<file path="config.mk">
export PLATFORM = sky130hd
export DESIGN_NAME = dts_burst
export DESIGN_NICKNAME = d
export VERILOG_FILES = /design/src/hdl/dts_pkg.sv /design/src/hdl/dts_burst.sv
export SDC_FILE = /design/constraint.sdc
export NUM_CORES = 1
export LEC_CHECK = 0
export BUFFER_PORTS_ARGS = -buffer_cell sky130_fd_sc_hd__buf_2
export CORE_UTILIZATION = 30
export CTS_BUF_LIST = sky130_fd_sc_hd__clkbuf_2
export DETAILED_ROUTE_END_ITERATION = 10
export GPL_ROUTABILITY_DRIVEN = 1
export PLACE_DENSITY = 0.61
export SYNTH_ARGS = -nofsm -noshare
export SYNTH_HDL_FRONTEND = slang
export SYNTH_SLANG_ARGS = --single-unit
export TNS_END_PERCENT = 20
</file>
<file path="constraint.sdc">
create_clock -name clk -period 7.3 [get_ports clk]
set_input_delay 1.46 -clock clk [delete_from_list [all_inputs] [get_ports clk]]
set_output_delay 1.46 -clock clk [all_outputs]
set_load 0.02 [all_outputs]
</file>
<file path="src/hdl/dts_pkg.sv">
// ----------------------------------------------------------------------------
// dts_pkg
// Shared types, result codes and constants of the delimited token splitter.
// ----------------------------------------------------------------------------
package dts_pkg;

  localparam int RES_CAP = 4;
  localparam int IDX_W   = $clog2(RES_CAP);
  localparam int CNT_W   = $clog2(RES_CAP + 1);
  localparam int COUNT_W = 7;

  localparam logic [1:0] KIND_BYTE      = 2'd0;
  localparam logic [1:0] KIND_TOKEN_END = 2'd1;
  localparam logic [1:0] KIND_LINE_END  = 2'd2;
  localparam logic [1:0] KIND_ERROR     = 2'd3;

  localparam logic [7:0] SPACE_BYTE  = 8'h20;
  localparam logic [7:0] ESCAPE_BYTE = 8'h5C;

  typedef struct packed {
    logic [1:0]         kind;
    logic [7:0]         data;
    logic [COUNT_W-1:0] count;
  } res_t;

  typedef res_t [RES_CAP-1:0] res_vec_t;

  // Places one result in the next free slot; results past the cap are dropped.
  function automatic void dts_emit(inout res_vec_t r, inout logic [CNT_W-1:0] n,
                                   input logic [1:0] kind, input logic [7:0] data,
                                   input logic [COUNT_W-1:0] count);
    if (n < CNT_W'(RES_CAP)) begin
      r[n[IDX_W-1:0]].kind  = kind;
      r[n[IDX_W-1:0]].data  = data;
      r[n[IDX_W-1:0]].count = count;
      n = n + CNT_W'(1);
    end
  endfunction

endpackage

</file>
<file path="src/hdl/dts_burst.sv">
// ----------------------------------------------------------------------------
// dts_burst
// Holds the results of one byte and hands them out one beat at a time.
// ----------------------------------------------------------------------------
module dts_burst
  import dts_pkg::*;
(
  input  logic             clk,
  input  logic             rst_n,
  input  logic             load,
  input  res_vec_t         load_res,
  input  logic [CNT_W-1:0] load_cnt,
  output logic             ready,
  output logic             out_valid,
  input  logic             out_stall,
  output res_t             head,
  output logic             head_last
);

  res_vec_t         slots_r, slots_nxt;
  logic [CNT_W-1:0] cnt_r, cnt_nxt;
  logic             pop;

  assign out_valid = (cnt_r != '0);
  assign pop       = out_valid && !out_stall;
  // A new byte may load while the final beat of the previous one leaves.
  assign ready     = (cnt_r == '0) || ((cnt_r == CNT_W'(1)) && !out_stall);
  assign head      = slots_r[0];
  assign head_last = (cnt_r == CNT_W'(1));

  always_comb begin
    slots_nxt = slots_r;
    cnt_nxt   = cnt_r;
    if (load) begin
      slots_nxt = load_res;
      cnt_nxt   = load_cnt;
    end else if (pop) begin
      slots_nxt = res_vec_t'(slots_r >> $bits(res_t));
      cnt_nxt   = cnt_r - CNT_W'(1);
    end
  end

  always_ff @(posedge clk) begin
    if (!rst_n) begin
      cnt_r <= '0;
    end else begin
      cnt_r <= cnt_nxt;
    end
  end

  always_ff @(posedge clk) begin
    slots_r <= slots_nxt;
  end

endmodule

</file>
======== After elaboration in Yosys (flattened, before gate mapping) ========
Index checks and enable logic that the tools add are counted.
cells by class
  add/subtract/negate cells ............... 1
  $mul .................................... 0
  divide/modulo/power cells ............... 0
  magnitude comparators ................... 0
  equal/unequal tests ..................... 1
  shift-type cells ........................ 0
  multiplexer cells ....................... 4
  bitwise gates (word level) .............. 0
  reduce and logical (&&, ||, !) cells .... 7
operators by type and width
  kind                   number
  $mux W68               2
  $mux W3                2
  $eq A3 B1 Y1 const B   1
  $logic_not A3 Y1       1
  $reduce_bool A3 Y1     1
  $sub A3 B1 Y3 const B  1
  $logic_and A1 B1 Y1    2
  $reduce_bool A2 Y1     1
  $logic_not A1 Y1       1
  $logic_or A1 B1 Y1     1
storage, ports and cells
  bits in registers ....................... 71
  bits in latches ......................... 0
  RAM bits ................................ 0
  ROM bits ................................ 0
  output and inout port bits .............. 20
  word-level logic and storage cells ...... 26
  memories ................................ 0

======== Depth between registers and ports, before layout ========
Gate-level depths: netlist of the first run.
  word-level depth ........................ 4
  depth in mapped cells ................... 6
  gate-level depth less buffers ........... 6

======== Least setup slack after synthesis of the first run ========
No wires, ideal clock.
  path kind ............................... input to register
  start point ............................. in out_stall
  end point ............................... reg slots_r, in the netlist head[0], enable pin
  library setup time ...................... 588 ps
  data arrival time ....................... 6253 ps
  setup slack ............................. 459 ps
  cell stages on the path ................. 1
  cells stage by stage .................... o21ai_0
between the ends
  longest elaborated chain between the ends .. 3
RTL lines
  what                                 line             text
  start: declaration                   dts_burst.sv:15  input logic out_stall,
  $logic_not A1 Y1                     dts_burst.sv:25  assign pop = out_valid && !out_stall;
  $logic_and A1 B1 Y1                  dts_burst.sv:25
  $reduce_bool A2 Y1 (no source line)  -
  end signal: assignment               dts_burst.sv:52  slots_r <= slots_nxt;
  end: declaration                     dts_burst.sv:20  res_vec_t slots_r, slots_nxt;
Every way passes these cells.
A chain may end at the register's enable or synchronous reset.

======== Worst setup path in the final report of the first run ========
  start point ............................. in out_stall
  end point ............................... out ready
between the ends
  longest elaborated chain between the ends .. 3
RTL lines
  what                 line             text
  $logic_not A1 Y1     dts_burst.sv:27  assign ready = (cnt_r == '0) || ((cnt_r == CNT_W'(1)) && !out_stall);
  $logic_and A1 B1 Y1  dts_burst.sv:27
  $logic_or A1 B1 Y1   dts_burst.sv:27
  end: declaration     dts_burst.sv:13  output logic ready,
Every way passes these cells.

==> flow_metrics.tcl, run 1 <==
set metrics [dict create \
    num_rows 37 \
    worst-setup-path-type "in -> out" \
    fin_crit_sh_pct 47.75 \
    nets 350 \
    synth_area_mm2 0.003172 \
    switching_power_mw 0.2047 \
    firstDrtPassIters 4 \
    synthCells 190 \
    worstPathArrival_ns 2.03 \
    whs_path_depth 2 \
    io_buffers 94 \
    ys_types 23 \
    r2r_start "cnt_r[0]" \
    period_needed_ns 3.486 \
    num_vias 1665 \
    antenna_found_initial 0 \
    finClkSkew_ns 0.01944 \
    ys_async_sr_fraction_pct 0 \
    max-slew-margin-rel_pct 42.28 \
    p_seq_share_pct 60.9 \
    switching_share_pct 24.41 \
    grt_max_degree 72 \
    syn-num-nets 268 \
    die_w_um 104.8 \
    die_h_um 104.8 \
    cts_resized 0 \
    start_kind "input pin" \
    grt_pass1_wl_um 8300 \
    ys_seq_area_share_pct 66.27 \
    drive_gt1_share_pct 60.29 \
    cts_tree "yes" \
    slew_viol_final 0 \
    area_growth_pct 17.79 \
    powerDensity_mw_per_mm2 224.5 \
    synth-edff-count 68 \
    hold_viol 0 \
    wirelength_um 5224 \
    min_to "cnt_r[0]" \
    cts_sinks 71 \
    status "completed" \
    grt_pass1_vias 1727 \
    ys_ff_latch 71 \
    overflow 0 \
    r2r-end "slots_r[53]" \
    start_util_pct 30.86 \
    combPwrFrac_pct 14.1 \
    place_hpwl_um 3370 \
    core-area_mm2 0.01028 \
    setup_viol 0 \
    drc 0 \
    ctsHtreeMaxLevel 3 \
    final_util_pct 36.35 \
    wl_per_cell_um 12.65 \
    clock_path_buffers 2 \
    p_leak_nw 1.517 \
    antenna_cells 0 \
    synth_area_per_cell_um2 16.69 \
    crit_fanout 4 \
    drt_iter0_markers 45 \
    clkTransAtPathRegs_ns 0.17 \
    clk_latency_ns 0.51 \
    yosysWarningCount 0 \
    rsz0062_at_grt "no" \
    fmax_ghz 0.2869 \
    drv_cap 0 \
    min_from "cnt_r[0]" \
    cts_setup_buffers 0 \
    rrSetupSlack_ns 5.28 \
    hold_buffers 0 \
    clockPowerShare_pct 25.0 \
    place_congestion 0.7232 \
    cts-root-buf "clkbuf_2" \
    grt_usage_pct 10.21 \
    ant_nets 0 \
    via_per_inst 4.031 \
    hp-class "reg -> reg" \
    worstSetupEndpointType "output pin" \
    synth_ff_type "edfxtp_1" \
    die_area_mm2 0.01099 \
    ios 95 \
    tns_ns 0 \
    p_int_mw 0.6340 \
    cts_buffers 9 \
    peakVddDrop_mv 0.06917 \
    tightestPinTransition_ns 0.8658 \
    critical_path_required_ns 5.84 \
    reg2reg_depth 5 \
]
synthesized netlist by cell type, drive strengths merged (2+ instances only):
library cell  number  area share (%)
inv                6            0.71
a21oi              2            0.32
edfxtp            68              64
nor2b              2            0.63
o21ai              4            0.63
ha                 3             1.2
mux2              51              18
and2              17             3.4
buf               24             6.3
dfxtp              3             1.9
nand3              2            0.32
worst max-delay path, stage by stage:
cell and delay [ns]:
buf_2 0.14, inv_1 0.09, a21o_2 0.18, buf_2 0.15
worst max-delay path by stage:
stage	startpoint	to	slack (ns)
2_1_floorplan	out_stall	head[0]	0.46
3_3_place_gp	load	head[13]	3.65
3_5_place_dp	load	head[3]	3.59
4_1_cts	out_stall	ready	3.82
5_1_grt	out_stall	ready	3.79
6_report	out_stall	ready	3.81
final cells by class:
class,count,area (µm²)
clock buffers,10,50.05
flip-flops and latches,71,2102
fillers,1012,6541
multi-input cells,88,854.6
repair buffers,96,485.5
well taps,136,170.2
clock inverters,6,51.30
inverters,6,22.52
cells in the final DEF, fill, tap and decap left out:
master,count
clkinv_1,3
a21o_2,1
inv_2,1
dfxtp_1,3
ha_1,3
and2_1,17
and2b_2,1
mux2i_1,1
buf_2,94
buf_4,2
o41ai_2,1
bufinv_16,1
mux2_2,51
nor2b_4,1
clkbuf_2,10
o21ai_4,1
clkinv_2,2
inv_1,5
a31oi_1,1
nor2b_1,1
o21ai_0,3
and3_4,1
a21oi_1,2
edfxtp_1,68
nor2_1,1
nand3_1,2
flip-flops by register name, summed over array words and instances, names as in the netlist:
name,flops
cnt_r,3
head,17
slots_r,51
per-stage QoR:
stage / total power [mW] / hold slack (ns) / setup WS, ns / instance area (µm²) / cells
after floorplan: 0.6160 / 0.4823 / 0.4591 / 3172 / 190
after global placement: 0.6382 / 0.5095 / 3.647 / 3635 / 397
after detailed placement: 0.6408 / 0.5178 / 3.590 / 3635 / 397
after CTS: 0.8504 / 0.5417 / 3.817 / 3736 / 413
after global routing: 0.8809 / 0.5643 / 3.793 / 3736 / 413
final: 0.8387 / 0.5434 / 3.814 / 3736 / 413
routing by layer:
layer	wire length (µm)	global-route usage [%]	vias up
met2	2403	15.61	53
met1	2334	11.93	751
met4	163	6.539	0
met3	322	4.055	13
li1	-	-	848
met5	0	0	-
cell families (layout without fill, tap and decap cells):
logic type      count (synthesis)  count (layout)  share of synthesized area [%]
compound gates                  9               9                          1.933
fa+ha+maj                       3               3                          1.184
buf+inv                        31             118                          7.139
flops                          71              71                          66.27
mux                            52              52                          18.42
simple gates                   24              24                          5.049
power groups by stage:
stage	registers [mW]	clock network (mW)	logic, mW
after floorplan	0.523	0	0.0934
after global placement	0.520	0	0.118
after detailed placement	0.521	0	0.120
after CTS	0.512	0.218	0.121
after global routing	0.515	0.236	0.130
final	0.511	0.209	0.119
No activity file was read; power rests on OpenSTA's default activity.
==> run 2, diff against run 1 <==
--- a/config.mk
+++ b/config.mk
@@ -5,12 +5,13 @@
 export SDC_FILE = /design/constraint.sdc
 export NUM_CORES = 1
 export LEC_CHECK = 0
+export ABC_AREA = 1
 export BUFFER_PORTS_ARGS = -buffer_cell sky130_fd_sc_hd__buf_2
 export CORE_UTILIZATION = 30
 export CTS_BUF_LIST = sky130_fd_sc_hd__clkbuf_2
 export DETAILED_ROUTE_END_ITERATION = 10
 export GPL_ROUTABILITY_DRIVEN = 1
-export PLACE_DENSITY = 0.61
+export PLACE_DENSITY = 0.63
 export SYNTH_ARGS = -nofsm -noshare
 export SYNTH_HDL_FRONTEND = slang
 export SYNTH_SLANG_ARGS = --single-unit
==> constraint.sdc (replaced) <==
create_clock -name clk -period 3.1 [get_ports clk]
set_input_delay 0.62 -clock clk [delete_from_list [all_inputs] [get_ports clk]]
set_output_delay 0.62 -clock clk [all_outputs]
set_load 0.02 [all_outputs]
==> run 2 against run 1 <==
Count of clock-buffer cells in the layout stayed put. Combinational power is 140% higher. Largest cell class unchanged. Clock skew hardly changed. Critical path depth is 3 higher. Clock power grew to 2.6 times the previous value. Sequential power is 140% higher. Sequential cell count stayed put. Wire length is 8.3% higher. Area after synthesis is 1.9% higher. Worst setup slack worse by 2.9 ns. Register-to-register slack worse by 4.1 ns.
==> flow_metrics.tcl, run 2 <==
set metrics [dict create \
    ys_seq_area_share_pct 65.07 \
    firstDrtPassIters 6 \
    cpLargestDelayFamily "flip-flops" \
    critPathMaxStageDelay_ns 0.35 \
    cts_buffers 9 \
    synth_ff_type "edfxtp_1" \
    drive_gt1_share_pct 27.90 \
    synthCells 324 \
    hold_buffers 0 \
    nets 478 \
    tightestPinTransition_ns 0.8626 \
    die_h_um 105.8 \
    die_w_um 105.8 \
    finClkSkew_ns 0.01988 \
    cts_resized 0 \
    yosysTopAreaCell "edfxtp_1" \
    synth-compound-area-share_pct 0.7746 \
    tns_ns 0 \
    grt_pass1_vias 2070 \
    die_area_mm2 0.01119 \
    synthAdderAreaFrac_pct 1.162 \
    ys_types 14 \
    yosysWarningCount 0 \
    hp-class "in -> reg" \
    yosys-top-cells-area "edfxtp_1 (63%), nand2_1 (21%), buf_4 (5.1%)" \
    area_growth_pct 16.96 \
    clk_latency_ns 0.46 \
    status "completed" \
    core-area_mm2 0.01037 \
    syn-num-nets 402 \
    ios 95 \
    cts_tree "yes" \
    wirelength_um 5659 \
    regArea_mm2 0.002102 \
    drv_cap 0 \
    drt_iter0_markers 84 \
    worstSetupEndpointType "output pin" \
    r2r_start "cnt_r[0]" \
    worstPathArrival_ns 1.61 \
    ant_nets 0 \
    grt_pass1_wl_um 9266 \
    synth_simple_gate_area_share_pct 22.81 \
    overflow 0 \
    synth_area_mm2 0.003231 \
    slew_viol_final 0 \
    n_fill_cell 1058 \
    cts_setup_buffers 0 \
    synthXorXnorAreaFrac_pct 0 \
    io_buffers 94 \
    p_leak_nw 1.907 \
    ys_async_sr_fraction_pct 0 \
    period_needed_ns 2.225 \
    synth_area_per_cell_um2 9.971 \
    path_cells "inv_1, ha_1, inv_1, nor2_1, nand2_1, nand2_1, buf_2" \
    placed_area_mm2 0.003651 \
    place_hpwl_um 3897 \
    clock_path_buffers 2 \
    synth_top_family_by_area "simple AND/OR/NAND/NOR gates" \
    largest_reg_flops 51 \
    grt_max_degree 74 \
    via_per_inst 3.948 \
    setup_viol 0 \
    num_vias 2140 \
    critical_path_required_ns 2.48 \
    ctsHtreeMaxLevel 3 \
    grt_usage_pct 10.96 \
    fin_crit_sh_pct 71.78 \
    synth_mux_area_share_pct 0 \
    final_area_mm2 0.003779 \
    fmax_ghz 0.4494 \
    ys_top_cells_by_count "nand2_1 (181), edfxtp_1 (68), inv_1 (24)" \
    worst-setup-path-type "reg -> out" \
    powerDensity_mw_per_mm2 541.3 \
    antenna_found_initial 1 \
    clkTransAtPathRegs_ns 0.18 \
    cts_sinks 71 \
    top_register "slots_r" \
    rsz0062_at_grt "no" \
    hold_viol 0 \
    peakVddDrop_mv 0.1759 \
    synth_most_common_cell "nand2_1" \
    final_common_cell "nand2_1" \
    max-slew-margin-rel_pct 42.44 \
    num_rows 37 \
    cts-root-buf "clkbuf_2" \
    cp_slowest_cell "dfxtp_1" \
    start_util_pct 31.15 \
    start_kind "register" \
    path_buf_inv 3 \
    min_from "load_res[54]" \
    ys_ff_latch 71 \
    multi_input_area_um2 799.5 \
    drc 0 \
    crit_fanout 3 \
    place_congestion 0.7135 \
    wl_per_cell_um 10.44 \
    synth-edff-count 68 \
    yosysTopAreaCellShare_pct 63.21 \
    crit_start "cnt_r[1]" \
    layout_common_cells "nand2_1 (181), buf_2 (94), edfxtp_1 (68)" \
]
## run 2: worst paths after layout
kind                                     to  slack, ns  depth (start not counted)
worst max-delay path                  ready       0.87                          7
worst min-delay path            slots_r[54]       0.39                          3
worst max register to register  slots_r[60]       1.19                          5
worst min register to register  slots_r[44]       0.51                          2
## run 2: final cells by class
cell class | count | area share [%]
flip-flops and latches | 71 | 55.63
well taps | 136 | 4.503
repair buffers | 96 | 12.85
inverters | 25 | 2.483
clock buffers | 10 | 1.325
clock inverters | 6 | 1.987
multi-input cells | 197 | 21.16
diodes | 1 | 0.06623
## run 2: per-stage QoR
step	cells	worst slack, ns	total power [mW]	hold WS (ns)	util, %
final	542	0.8748	2.045	0.3941	36.44
after floorplan	324	1.377	1.452	0.4593	-
after global placement	525	1.160	1.517	0.4743	35.21
after detailed placement	525	1.117	1.525	0.4937	35.21
after CTS	541	0.8621	2.072	0.3348	36.41
after global routing	542	0.7577	2.151	0.3327	36.44
## run 2: cells by family after synthesis
| group | Yosys count |
|---|---|
| AO/OA/AOI/OAI | 5 |
| flip-flops | 71 |
| buffers and inverters | 56 |
| adder cells (fa/ha/maj) | 3 |
| AND/OR/NAND/NOR | 189 |
## run 2: worst min-delay path, stage by stage
cell,delay [ns]
buf_2,0.08
nand2_1,0.04
inv_1,0.04
## run 2: routing by layer
metal	wire (µm)	global-route usage, %	vias to the layer above
met5	0	0	-
met4	217	8.433	0
met3	346	3.030	17
met2	2506	16.57	77
met1	2589	13.20	891
li1	-	-	1155
## run 2: power breakdown
part	switching [mW]	internal [mW]	total (mW)
sequential	0.0263	1.18	1.21
combinational	0.186	0.102	0.288
clock	0.286	0.261	0.547
==> run 3, diff against run 2 <==
--- a/config.mk
+++ b/config.mk
@@ -11,7 +11,7 @@
 export CTS_BUF_LIST = sky130_fd_sc_hd__clkbuf_2
 export DETAILED_ROUTE_END_ITERATION = 10
 export GPL_ROUTABILITY_DRIVEN = 1
-export PLACE_DENSITY = 0.63
+export PLACE_DENSITY = 0.61
 export SYNTH_ARGS = -nofsm -noshare
 export SYNTH_HDL_FRONTEND = slang
 export SYNTH_SLANG_ARGS = --single-unit
==> constraint.sdc (replaced) <==
create_clock -name clk -period 2.1 [get_ports clk]
set_input_delay 0.42 -clock clk [delete_from_list [all_inputs] [get_ports clk]]
set_output_delay 0.42 -clock clk [all_outputs]
set_load 0.02 [all_outputs]
==> run 3 against run 2 <==
Non-clock buffer count up 2. Die area stayed put. Wire length grew 1.7%. Design area up 0.79%. Sequential power rose by 47%. First-iteration DRC count decreased by 21%.
==> flow_metrics.tcl, run 3 (synthesis results as in run 2) <==
set metrics [dict create \
    status "completed" \
    hold_viol 0 \
    drc 0 \
    rsz0062_at_grt "no" \
    slew_viol_final 0 \
    cts-root-buf "clkbuf_2" \
    worstSetupEndpointType "output pin" \
    worstPathArrival_ns 1.49 \
    top_layer_used "met4" \
    ctsHtreeMaxLevel 3 \
    period_needed_ns 1.914 \
    n_fill_cell 1078 \
    clk_latency_ns 0.47 \
    crit_fanout 4 \
    grt_max_degree 74 \
    cts_tree "yes" \
    fin_cells 544 \
    io_buffers 94 \
    largest_reg_flops 51 \
    dp_cells 527 \
    ant_nets 0 \
    area_growth_pct 17.89 \
    drive_gt1_share_pct 28.75 \
    fmax_ghz 0.5225 \
    hold_buffers 0 \
    tns_ns 0 \
    p_leak_nw 1.927 \
    wl_met1_um 2928 \
    firstDrtPassIters 4 \
    grt_usage_pct 11.14 \
    wl_met2_um 2409 \
    setup_viol 0 \
    hp-class "in -> reg" \
    die_w_um 105.8 \
    via_per_inst 3.926 \
    die_area_mm2 0.01119 \
    finClkSkew_ns 0.01194 \
    cp_slowest_cell "dfxtp_1" \
    min_from "load_res[53]" \
    total_power_mw 3.059 \
    wl_per_cell_um 10.58 \
    cts_sinks 71 \
    core-area_mm2 0.01037 \
    worst-setup-path-type "reg -> out" \
    num_rows 37 \
    cts_setup_buffers 0 \
    clock_path_buffers 2 \
    start_util_pct 31.15 \
    place_hpwl_um 3992 \
    top_register "slots_r" \
    antenna_found_initial 1 \
    grt_pass1_vias 2064 \
    tightestPinTransition_ns 0.6565 \
    final_util_pct 36.73 \
    fin_hold_ws_ns 0.1899 \
    regArea_mm2 0.002102 \
    max-slew-margin-rel_pct 56.23 \
    place_congestion 0.7087 \
    start_kind "register" \
    final_common_cell "nand2_1" \
    layout_common_cells "nand2_1 (181), buf_2 (94), edfxtp_1 (68)" \
    clkTransAtPathRegs_ns 0.18 \
    drv_cap 0 \
    r2r_start "cnt_r[0]" \
    critical_path_required_ns 1.68 \
    ios 95 \
    cts_resized 0 \
    wirelength_um 5756 \
    peakVddDrop_mv 0.2525 \
    met3_length_um 331 \
    drt_iter0_markers 66 \
    powerDensity_mw_per_mm2 803.3 \
    nets 480 \
    num_vias 2136 \
    fin_crit_sh_pct 91.14 \
    crit_start "cnt_r[0]" \
    critPathMaxStageDelay_ns 0.41 \
    grt_pass1_wl_um 9473 \
    multi_input_area_um2 799.5 \
    path_cells "inv_1, ha_1, nand2_4, nand2_1, buf_2" \
    cts_buffers 9 \
    overflow 0 \
    die_h_um 105.8 \
]
run 3: changes by cell type in the layout (fill, tap and decap cells not counted):
| cell | before | now |
|---|---|---|
| buf_12 | 0 | 1 |
| buf_4 | 2 | 3 |
| clkbuf_2 | 10 | 11 |
| clkinv_1 | 4 | 2 |
| clkinv_2 | 0 | 1 |
run 3: cell type report:
type                            instances  share of cell area, %
Sequential cell                        71                  55.19
Multi-Input combinational cell        197                  20.99
Timing Repair Buffer                   98                  13.47
Tap cell                              136                  4.468
Inverter                               25                  2.464
Clock inverter                          5                  1.905
Clock buffer                           11                  1.445
Antenna cell                            1                0.06570
run 3: path summary, 6_finish.rpt:
check                     end  slack (ns)  cells past startpoint
setup / recovery        ready        0.19                      5
hold / removal    slots_r[53]        0.19                      3
setup reg to reg  slots_r[57]        0.43                      6
hold reg to reg      cnt_r[1]        0.51                      2
run 3: layer usage:
metal / global-route usage, % / vias to the layer above
li1: - / 1155
met1: 15.09 / 906
met2: 16.25 / 68
met3: 3.092 / 7
met4: 5.655 / 0
met5: 0 / -
run 3: where the power goes:
| group | internal [mW] | switching, mW | total (mW) | leakage (nW) |
|---|---|---|---|---|
| Combinational | 0.161 | 0.278 | 0.439 | 1.12 |
| Clock | 0.396 | 0.441 | 0.837 | 0.0810 |
| Sequential | 1.74 | 0.0391 | 1.78 | 0.723 |
| Total | 2.30 | 0.759 | 3.06 | 1.93 |
run 3: critical path: cells and delay by family, from the launching register on:
kind                       cells  cell delay, ns
DFF                            1            0.41
adders and majority gates      1            0.23
buffers and inverters          2            0.23
and+or+nand+nor                2            0.15
run 3: through the flow:
step	setup slack (ns)	instance area (µm²)
6_report	0.1861	3809
5_1_grt	0.02586	3809
4_1_cts	0.1358	3806
3_5_place_dp	0.4485	3679
3_3_place_gp	0.4999	3679
2_1_floorplan	0.4023	3231
